`src/rtl/lcs_pkg.sv`:
```
// Package for the linear contrast stretch block.
// Holds the pixel width, the pixel type and the transaction kind codes; no dependencies.
package lcs_pkg;

	localparam int unsigned PIX_W = 8;
	localparam logic [PIX_W-1:0] PIX_MAX = {PIX_W{1'b1}};
	localparam logic [PIX_W-1:0] PIX_MIN = '0;

	// Kind of an input transaction, carried on s_tuser.
	localparam logic KIND_GATHER  = 1'b0;
	localparam logic KIND_STRETCH = 1'b1;

	typedef logic [PIX_W-1:0] pix_t;

endpackage

```
`src/rtl/linear_contrast_stretch.sv`:
```
// Linear contrast stretch of 8-bit grey pixels, top level.
// Depends on lcs_pkg for the pixel type, its limits and the kind codes.
// Holds the statistics registers, the shift-subtract divider and its sequencer.

// Each frame is sent twice. On the first pass, gather transactions (tuser = 0) track the
// running minimum and maximum pixel. The gather transaction with tlast set commits that
// pair as the active range and resets the running pair. On the second pass, stretch
// transactions (tuser = 1) each return one pixel equal to
// floor((p - low) * 255 / (high - low)), giving 0 at or below the low end and 255 at or
// above the high end. While the active low equals the active high, the pixel passes
// through unchanged. Gather transactions return nothing.
// Sequence: a gather transaction is handled in its acceptance cycle, and the block is
// ready again on the next cycle. A stretch transaction that needs a real division goes
// from acceptance through a setup state, eight quotient steps of a single restoring
// divider (one compare and subtract per step) and a state that loads the output register.
// A stretch transaction at a range end, or with an empty range, skips the divider and
// goes through acceptance, setup and load only. s_tready is low while a stretch
// transaction is being worked on. The result sits in an output register. If that
// register is still held by m_tready, the sequencer waits before it loads the next
// result.
module linear_contrast_stretch
	import lcs_pkg::*;
(
	input  logic         clk,
	input  logic         arst_n,
	// Input stream
	input  logic         s_tvalid,
	output logic         s_tready,
	input  logic [7:0]   s_tdata,   // [7:0] pixel
	input  logic         s_tuser,   // [0] kind: 0 gather, 1 stretch
	input  logic         s_tlast,   // last pixel of the frame
	// Output stream
	output logic         m_tvalid,
	input  logic         m_tready,
	output logic [7:0]   m_tdata,   // [7:0] pixel_out
	output logic         m_tlast    // last_out
);

	// Sequencer states.
	localparam logic [1:0] ST_IDLE = 2'd0;
	localparam logic [1:0] ST_PREP = 2'd1;
	localparam logic [1:0] ST_DIV  = 2'd2;
	localparam logic [1:0] ST_OUT  = 2'd3;

	localparam int unsigned STEP_W = $clog2(PIX_W);
	localparam logic [STEP_W-1:0] STEP_LAST = STEP_W'(PIX_W - 1);

	logic [1:0]        state_q;
	logic [STEP_W-1:0] step_q;

	// Frame statistics.
	pix_t run_low_q;
	pix_t run_high_q;
	pix_t act_low_q;
	pix_t act_high_q;

	// Item being stretched, and the divider registers.
	pix_t pix_q;
	logic last_q;
	pix_t num_q;     // low numerator bits still to be shifted in
	pix_t rem_q;     // partial remainder, always below div_q during division
	pix_t div_q;     // active range
	pix_t quo_q;     // quotient, or the final result for the trivial cases

	// Output register.
	logic m_tvalid_q;
	pix_t m_tdata_q;
	logic m_tlast_q;

	logic in_fire;
	logic out_free;
	pix_t in_pix;
	pix_t gather_low;
	pix_t gather_high;
	pix_t diff;
	logic [2*PIX_W-1:0] numer;
	logic [PIX_W:0] trial;
	logic [PIX_W:0] trial_sub;
	logic trial_ok;

	assign s_tready = (state_q == ST_IDLE);
	assign in_fire  = s_tvalid && s_tready;
	assign out_free = !m_tvalid_q || m_tready;
	assign in_pix   = s_tdata[PIX_W-1:0];

	assign m_tvalid = m_tvalid_q;
	assign m_tdata  = m_tdata_q;
	assign m_tlast  = m_tlast_q;

	// Running minimum and maximum including the incoming gather pixel.
	assign gather_low  = (in_pix < run_low_q) ? in_pix : run_low_q;
	assign gather_high = (in_pix > run_high_q) ? in_pix : run_high_q;

	// Numerator (p - low) * 255, formed as a shift and a subtract.
	assign diff  = pix_q - act_low_q;
	assign numer = {diff, PIX_W'(0)} - {PIX_W'(0), diff};

	// The shared divider unit: one trial subtract per quotient bit.
	assign trial     = {rem_q, num_q[PIX_W-1]};
	assign trial_sub = trial - {1'b0, div_q};
	assign trial_ok  = (trial >= {1'b0, div_q});

	always_ff @(posedge clk or negedge arst_n) begin
		if (!arst_n) begin
			state_q    <= ST_IDLE;
			step_q     <= '0;
			run_low_q  <= PIX_MAX;
			run_high_q <= PIX_MIN;
			act_low_q  <= PIX_MIN;
			act_high_q <= PIX_MIN;
			m_tvalid_q <= 1'b0;
		end else begin
			// A new result takes the register; otherwise an accepted one leaves it.
			if ((state_q == ST_OUT) && out_free) begin
				m_tvalid_q <= 1'b1;
			end else if (m_tvalid_q && m_tready) begin
				m_tvalid_q <= 1'b0;
			end
			case (state_q)
				ST_IDLE: begin
					if (in_fire) begin
						if (s_tuser == KIND_GATHER) begin
							if (s_tlast) begin
								act_low_q  <= gather_low;
								act_high_q <= gather_high;
								run_low_q  <= PIX_MAX;
								run_high_q <= PIX_MIN;
							end else begin
								run_low_q  <= gather_low;
								run_high_q <= gather_high;
							end
						end else begin
							state_q <= ST_PREP;
						end
					end
				end
				ST_PREP: begin
					if ((act_low_q == act_high_q) || (pix_q <= act_low_q)
							|| (pix_q >= act_high_q)) begin
						state_q <= ST_OUT;
					end else begin
						step_q  <= STEP_LAST;
						state_q <= ST_DIV;
					end
				end
				ST_DIV: begin
					if (step_q == '0) begin
						state_q <= ST_OUT;
					end else begin
						step_q <= step_q - 1'b1;
					end
				end
				ST_OUT: begin
					if (out_free) begin
						state_q <= ST_IDLE;
					end
				end
				default: begin
					state_q <= ST_IDLE;
				end
			endcase
		end
	end

	// Payload registers, no reset needed.
	always_ff @(posedge clk) begin
		case (state_q)
			ST_IDLE: begin
				if (in_fire && (s_tuser == KIND_STRETCH)) begin
					pix_q  <= in_pix;
					last_q <= s_tlast;
				end
			end
			ST_PREP: begin
				div_q <= act_high_q - act_low_q;
				rem_q <= numer[2*PIX_W-1:PIX_W];
				num_q <= numer[PIX_W-1:0];
				if (act_low_q == act_high_q) begin
					quo_q <= pix_q;
				end else if (pix_q <= act_low_q) begin
					quo_q <= PIX_MIN;
				end else if (pix_q >= act_high_q) begin
					quo_q <= PIX_MAX;
				end else begin
					quo_q <= '0;
				end
			end
			ST_DIV: begin
				rem_q <= trial_ok ? trial_sub[PIX_W-1:0] : trial[PIX_W-1:0];
				num_q <= {num_q[PIX_W-2:0], 1'b0};
				quo_q <= {quo_q[PIX_W-2:0], trial_ok};
			end
			ST_OUT: begin
				if (out_free) begin
					m_tdata_q <= quo_q;
					m_tlast_q <= last_q;
				end
			end
			default: begin
			end
		endcase
	end

`ifndef SYNTH
	// Every commit covers its own pixel, so the active pair never inverts.
	a_active_ordered: assert property (@(posedge clk) disable iff (!arst_n)
		act_low_q <= act_high_q)
		else $error("active range inverted");

	// The partial remainder stays below the divisor on every quotient step.
	a_rem_below_div: assert property (@(posedge clk) disable iff (!arst_n)
		(state_q == ST_DIV) |-> (rem_q < div_q))
		else $error("divider remainder out of range");

	// An accepted stretch transaction always enters the setup cycle.
	a_stretch_prep: assert property (@(posedge clk) disable iff (!arst_n)
		(in_fire && (s_tuser == KIND_STRETCH)) |=> (state_q == ST_PREP))
		else $error("stretch transaction not started");

	// A result is loaded only when the output register is free.
	a_no_overwrite: assert property (@(posedge clk) disable iff (!arst_n)
		((state_q == ST_OUT) && m_tvalid_q && !m_tready) |=> (state_q == ST_OUT))
		else $error("output register overwritten");
`endif

endmodule

```
`config.mk`:
```
export PLATFORM = sky130hd
export DESIGN_NAME = linear_contrast_stretch
export DESIGN_NICKNAME = d
export VERILOG_FILES = /design/src/rtl/lcs_pkg.sv /design/src/rtl/linear_contrast_stretch.sv
export SDC_FILE = /design/constraint.sdc
export NUM_CORES = 1
export LEC_CHECK = 0
export BUFFER_PORTS_ARGS = -buffer_cell sky130_fd_sc_hd__buf_4
export CORE_MARGIN = 2
export CORE_UTILIZATION = 50
export DETAILED_ROUTE_END_ITERATION = 10
export PLACE_DENSITY = 0.68
export SLEW_MARGIN = 30
export SYNTH_ARGS = -nofsm -noshare
export SYNTH_HDL_FRONTEND = slang
export SYNTH_SLANG_ARGS = --single-unit
```
`constraint.sdc`:
```
create_clock -name clk -period 2.84 [get_ports clk]
set_clock_uncertainty 0.15 [all_clocks]
set_input_delay 0.142 -clock clk [delete_from_list [all_inputs] [get_ports clk]]
set_output_delay 0.142 -clock clk [all_outputs]
set_load 0.01 [all_outputs]
```
==> flow_summary.toml, run 1 <==
[critical_path]
worstPathArrival_ns = 2.74
end_kind = "flip-flop"
crit_buf_inv = 1
path_class = "flip-flop to flip-flop"
critPathTopFamily = "compound AO/OA/AOI/OAI gates"
crit_slowest_cell = "fa_2"
cp-start-kind = "flip-flop"
cp_cell_sequence = "inv_1 > ha_2 > fa_2 > or2b_1 > a21oi_2 > o22ai_4 > xnor2_4 > o31a_1 > o31a_1"
cp_max_fo = 6
worstPathRequired_ns = 2.79
critPathMostFrequentCell = "o31a_1"
critPathMaxStageDelay_ns = 0.39

[synthesis]
seq_area_frac_synth = 0.432
synth.most_common_cell = "ha_1"
synth-edff-count = 50
synth-seq-cells = 88
netlist.area_leader.share = 0.263
syn_inst = 549
synth.avg_cell_area_sq_um = 10.4
ys_warn_count = 0
yosysUniqueCellTypes = 68
syn-cell-area_sq_um = 5710
ys_top_cells_by_area = "edfxtp_1 (26%), dfrtp_1 (13%), ha_1 (12%)"
synthFlopType = "edfxtp_1"
yosysTopAreaCell = "edfxtp_1"
synthArstFlopShare = 0.432
synthTopCellsByCount = "ha_1 (56), inv_1 (52), edfxtp_1 (50), nand2_1 (36), nor2_1 (32)"
syn-num-nets = 622

[layout]
fin_nets = 686
drive_gt1_frac = 0.168
fin_area_sq_um = 6730
area_growth_pct = 18.0
n_antenna_cell = 0

[timing]
min_period_over_period = 0.981
drv_slew = 0
maxSlewHeadroom = 0.598
worstMarginPinSlew_ns = 0.603
fin_crit_ns = 2.79
timing.hold.ws_ns = 0.0272
hold_violations = 0
fmaxAchievable_mhz = 359
tns_ns = 0
setup_viol = 0
layout_setup_ws_ns = 0.0532

[global_route]
met1_usage = 0.283
grt_antenna_before_repair = 0
grt_util_met2 = 0.394
grt_overflow = 0
grt_max_degree = 39
grt.total_usage = 0.226
grt.met3_usage = 0.0525
grt_pass1_wl_mm = 22.3
top_usage_layer = "met2"
grt_pass1_vias = 4491

[detailed_routing]
antenna_left = 0
drtIter0Drc = 281
drc = 0
wirelength_mm = 13.2
first_pass_iters = 4
routedWlPerCell_um = 17.4
via_count = 4379
via_per_inst = 5.75

[pwr]
power_density_nw_per_um2 = 1380
power.switching_mw = 3.91
seqPwrFrac = 0.286
switching_share = 0.421
power_frac_comb = 0.587
power.clock.fraction = 0.127
leakage_nw = 2.86
intPower_mw = 5.37
irDropWorstVdd_mv = 0.718

[clocking]
path_clk_slew_ns = 0.07
cts_made_buffers = 9
cts-root-buf = "clkbuf_16"
clk_latency_ns = 0.34
clock_sinks = 88
cts_tree = "built"
clk_path_buf_depth = 2
htree_levels = 3

[placed_design]
hpwl_mm = 10.1
pre_cts_ws_ns = -0.00561
placed_cell_area_sq_um = 6220
gp_congestion = 0.879
io_buffers = 24

[min_path]
hold_path_class = "input port to flip-flop"

[floorplanning]
rows = 39
die_x_um = 111
core_area_sq_um = 11300
start_util = 0.506
fp.dieArea_sq_um = 12300
die_h_um = 111
pin_count = 25

[status]
status = "completed"

[job]
cap_violations = 0
[metal layers]
metal	wire (um)	up-vias
met3	457	13
met2	6750	81
met1	5850	2109
li1	-	2176
met5	0	-
met4	166	0
[final cells by class]
type                            count  area, sq um
Fill cell                         941         4540
Multi-Input combinational cell    395         3070
Sequential cell                    88         2460
Timing Repair Buffer               66          523
Clock buffer                        9          225
Inverter                           53          199
Tap cell                          143          179
Clock inverter                      7         71.3
[cells by family after synthesis]
family | count (synthesis) | synth area share
AOI/OAI and AO/OA | 155 | 0.195
xor gates and xnor gates | 24 | 0.0368
adders and majority gates | 59 | 0.133
buffers and inverters | 66 | 0.0436
DFF | 88 | 0.432
muxes | 14 | 0.0272
and+or+nand+nor | 143 | 0.133
[final timing paths]
path                                 end     start  slack, ns  cells past startpoint
setup / recovery                rem_q[0]  pix_q[0]       0.05                      9
hold / removal                    last_q   s_tlast       0.03                      1
setup reg to reg                rem_q[0]  pix_q[0]       0.05                      9
hold reg to reg                  m_tlast    last_q       0.28                      0
max in group asynchronous   run_low_q[4]    arst_n       2.02                      2
min in group asynchronous  run_high_q[3]    arst_n       0.14                      2
[layout by cell type (no fill, tap or decap), types with 3 or more instances in the layout]
cell type / Yosys / final
a22oi_1: 3 / 3
nor3_1: 10 / 9
and3_1: 5 / 5
inv_1: 52 / 52
a21o_1: 13 / 13
o21ai_0: 27 / 27
dfstp_2: 8 / 8
mux2i_1: 11 / 11
or2_2: 4 / 4
a21oi_1: 28 / 26
dfrtp_1: 30 / 30
a31oi_1: 5 / 5
nand2b_1: 8 / 8
a211oi_1: 5 / 5
ha_1: 56 / 54
xnor2_1: 15 / 13
a2bb2oi_1: 7 / 7
clkbuf_16: 0 / 9
dlygate4sd3_1: 0 / 11
nor2b_1: 7 / 7
xor2_1: 9 / 8
o21a_1: 9 / 9
o221ai_1: 9 / 9
o211ai_1: 4 / 4
buf_4: 0 / 55
o31ai_1: 6 / 6
nand4_1: 18 / 18
a311oi_1: 3 / 3
nand3_1: 6 / 6
o32a_1: 5 / 5
nor2_1: 32 / 32
nand2_1: 36 / 36
edfxtp_1: 50 / 50
a22o_1: 8 / 8
[repair_timing]
item | 4_1_cts | 5_1_grt
cloned | 0 | 0
hold buffers | 11 | 0
pin swaps | 0 | 4
setup buffers | 0 | 4
resized for setup | 2 | 13
endpoints found under the hold margin | 66 | 0
setup endpoints to repair | 4 | 10
[flip-flops by register name (all words and copies together), names as in the netlist]
name / count
run_low_q: 8
div_q: 8
m_tdata: 8
m_tlast: 1
pix_q: 8
step_q: 3
state_q: 2
quo_q: 8
m_tvalid: 1
last_q: 1
num_q: 8
run_high_q: 8
act_high_q: 8
rem_q: 8
act_low_q: 8
[metrics by stage]
| step | total power [mW] | utilization | std cells |
|---|---|---|---|
| floorplan | 6.33 | - | 549 |
| global placement | 7.64 | 0.552 | 730 |
| detailed placement | 7.85 | 0.552 | 730 |
| CTS | 9.07 | 0.589 | 757 |
| global route | 10.1 | 0.597 | 761 |
| finish | 9.29 | 0.597 | 761 |
[power groups by stage]
stage	clock, mW	combinational [mW]	sequential [mW]
4_1_cts	1.19	5.22	2.66
3_3_place_gp	0	4.99	2.66
6_report	1.18	5.45	2.66
5_1_grt	1.24	6.09	2.72
2_1_floorplan	0	3.76	2.57
3_5_place_dp	0	5.17	2.68
(Power assumes the default switching activity.)
==> run 2: changes to the inputs <==
PLACE_DENSITY = 0.7   (was 0.68)
==> flow_summary.toml, run 2 (synthesized netlist as in run 1, its figures left out) <==
[layout]
final_cell_mix = "ha_1 (54), buf_4 (54), inv_1 (51), edfxtp_1 (50), nand2_1 (36)"
drive_gt1_frac = 0.177
final_core_util = 0.598
fin_cells = 759
fin_nets = 684
multi_input_area_sq_um = 3100
area_growth_pct = 18.2
fin_area_sq_um = 6740
fillers = 904
seq_area_sq_um = 2460
n_antenna_cell = 0

[clocking]
clk_latency_ns = 0.34
cts-root-buf = "clkbuf_16"
cts_tree = "built"
path_clk_slew_ns = 0.06
clk_path_buf_depth = 2
cts_made_buffers = 9
clock_sinks = 88
htree_levels = 3

[timing]
fmaxAchievable_mhz = 354
setup_viol = 0
min_period_over_period = 0.994
worstMarginPinSlew_ns = 0.580
rsz0062_at_grt = "yes"
maxSlewHeadroom = 0.612
timing.hold.ws_ns = 0.00827
fin_crit_ns = 2.82
hold_violations = 0
drv_slew = 0
tns_ns = 0

[placed_design]
dp.cells = 730
hpwl_mm = 9.88
io_buffers = 24
gp_congestion = 0.860
placed_cell_area_sq_um = 6220

[critical_path]
path_class = "flip-flop to flip-flop"
worstPathArrival_ns = 2.74
cp_max_fo = 6
cp-start-kind = "flip-flop"
end_kind = "flip-flop"
worstPathRequired_ns = 2.76

[floorplanning]
rows = 39
pin_count = 25
die_h_um = 111
die_x_um = 111
core_area_sq_um = 11300
start_util = 0.506
fp.dieArea_sq_um = 12300

[detailed_routing]
antenna_left = 0
wl_met3_um = 380
via_per_inst = 5.79
route.met2.wl_mm = 6.46
drtIter0Drc = 249
wirelength_mm = 12.9
highest_layer = "met4"
via_count = 4396
routedWlPerCell_um = 17.1
first_pass_iters = 5
met1_length_mm = 5.90
drc = 0

[pwr]
leakage_nw = 2.86
irDropWorstVdd_mv = 0.754
power_density_nw_per_um2 = 1380

[global_route]
grt_pass1_vias = 4331
grt.total_usage = 0.212
grt_max_degree = 39
grt_overflow = 0
grt_antenna_before_repair = 0
grt_pass1_wl_mm = 21.1

[status]
status = "completed"

[min_path]
hold_path_class = "input port to flip-flop"

[job]
cap_violations = 0
==> run 2: final timing paths <==
kind	start	endpoint	slack (ns)	cells past startpoint
min in group asynchronous	arst_n	run_high_q[2]	0.16	2
min reg2reg	last_q	m_tlast	0.29	0
max	act_low_q[0]	rem_q[5]	0.02	9
max in group asynchronous	arst_n	run_low_q[4]	2.01	2
min	s_tuser	run_high_q[0]	0.008	3
max reg2reg	act_low_q[0]	rem_q[5]	0.02	9
==> run 2: final cells by class <==
class	count	area share
well taps	143	0.0265
clock buffers	9	0.0334
multi-input cells	395	0.460
inverters	53	0.0295
clock inverters	7	0.0108
flip-flops and latches	88	0.365
repair buffers	64	0.0750
==> run 2: power by group <==
part	internal (mW)	switching (mW)	total [mW]	leakage, nW
Combinational	2.42	3.09	5.51	1.79
Sequential	2.29	0.359	2.65	0.933
Clock	0.680	0.476	1.16	0.143
==> run 2: what timing repair did <==
item	4_1_cts	5_1_grt
hold buffers	10	0
resized for setup	4	17
pin swaps	0	7
setup endpoints to repair	4	10
buffers inserted	0	3
hold endpoints to repair	62	0
==> run 2: critical path, stage by stage, from the launching register on <==
cell and delay, ns:
dfrtp_1 0.39, ha_2 0.20, fa_2 0.39, or2b_1 0.30, a21oi_2 0.26, o22ai_4 0.13, xnor2_4 0.19, buf_4 0.16
o21ai_0 0.25, a22oi_1 0.14
==> run 2: layer usage <==
layer  track usage  up-vias
li1              -     2165
met1         0.275     2121
met2         0.370       92
met3        0.0372       18
met4        0.0558        0
met5             0        -
==> run 2: per-stage QoR <==
stage	power [mW]	setup slack, ns
after floorplan	6.33	0.0258
after global placement	7.61	0.0586
after detailed placement	7.82	-0.0555
after CTS	9.04	0.0116
after global routing	10.0	-0.0658
final	9.32	0.0178
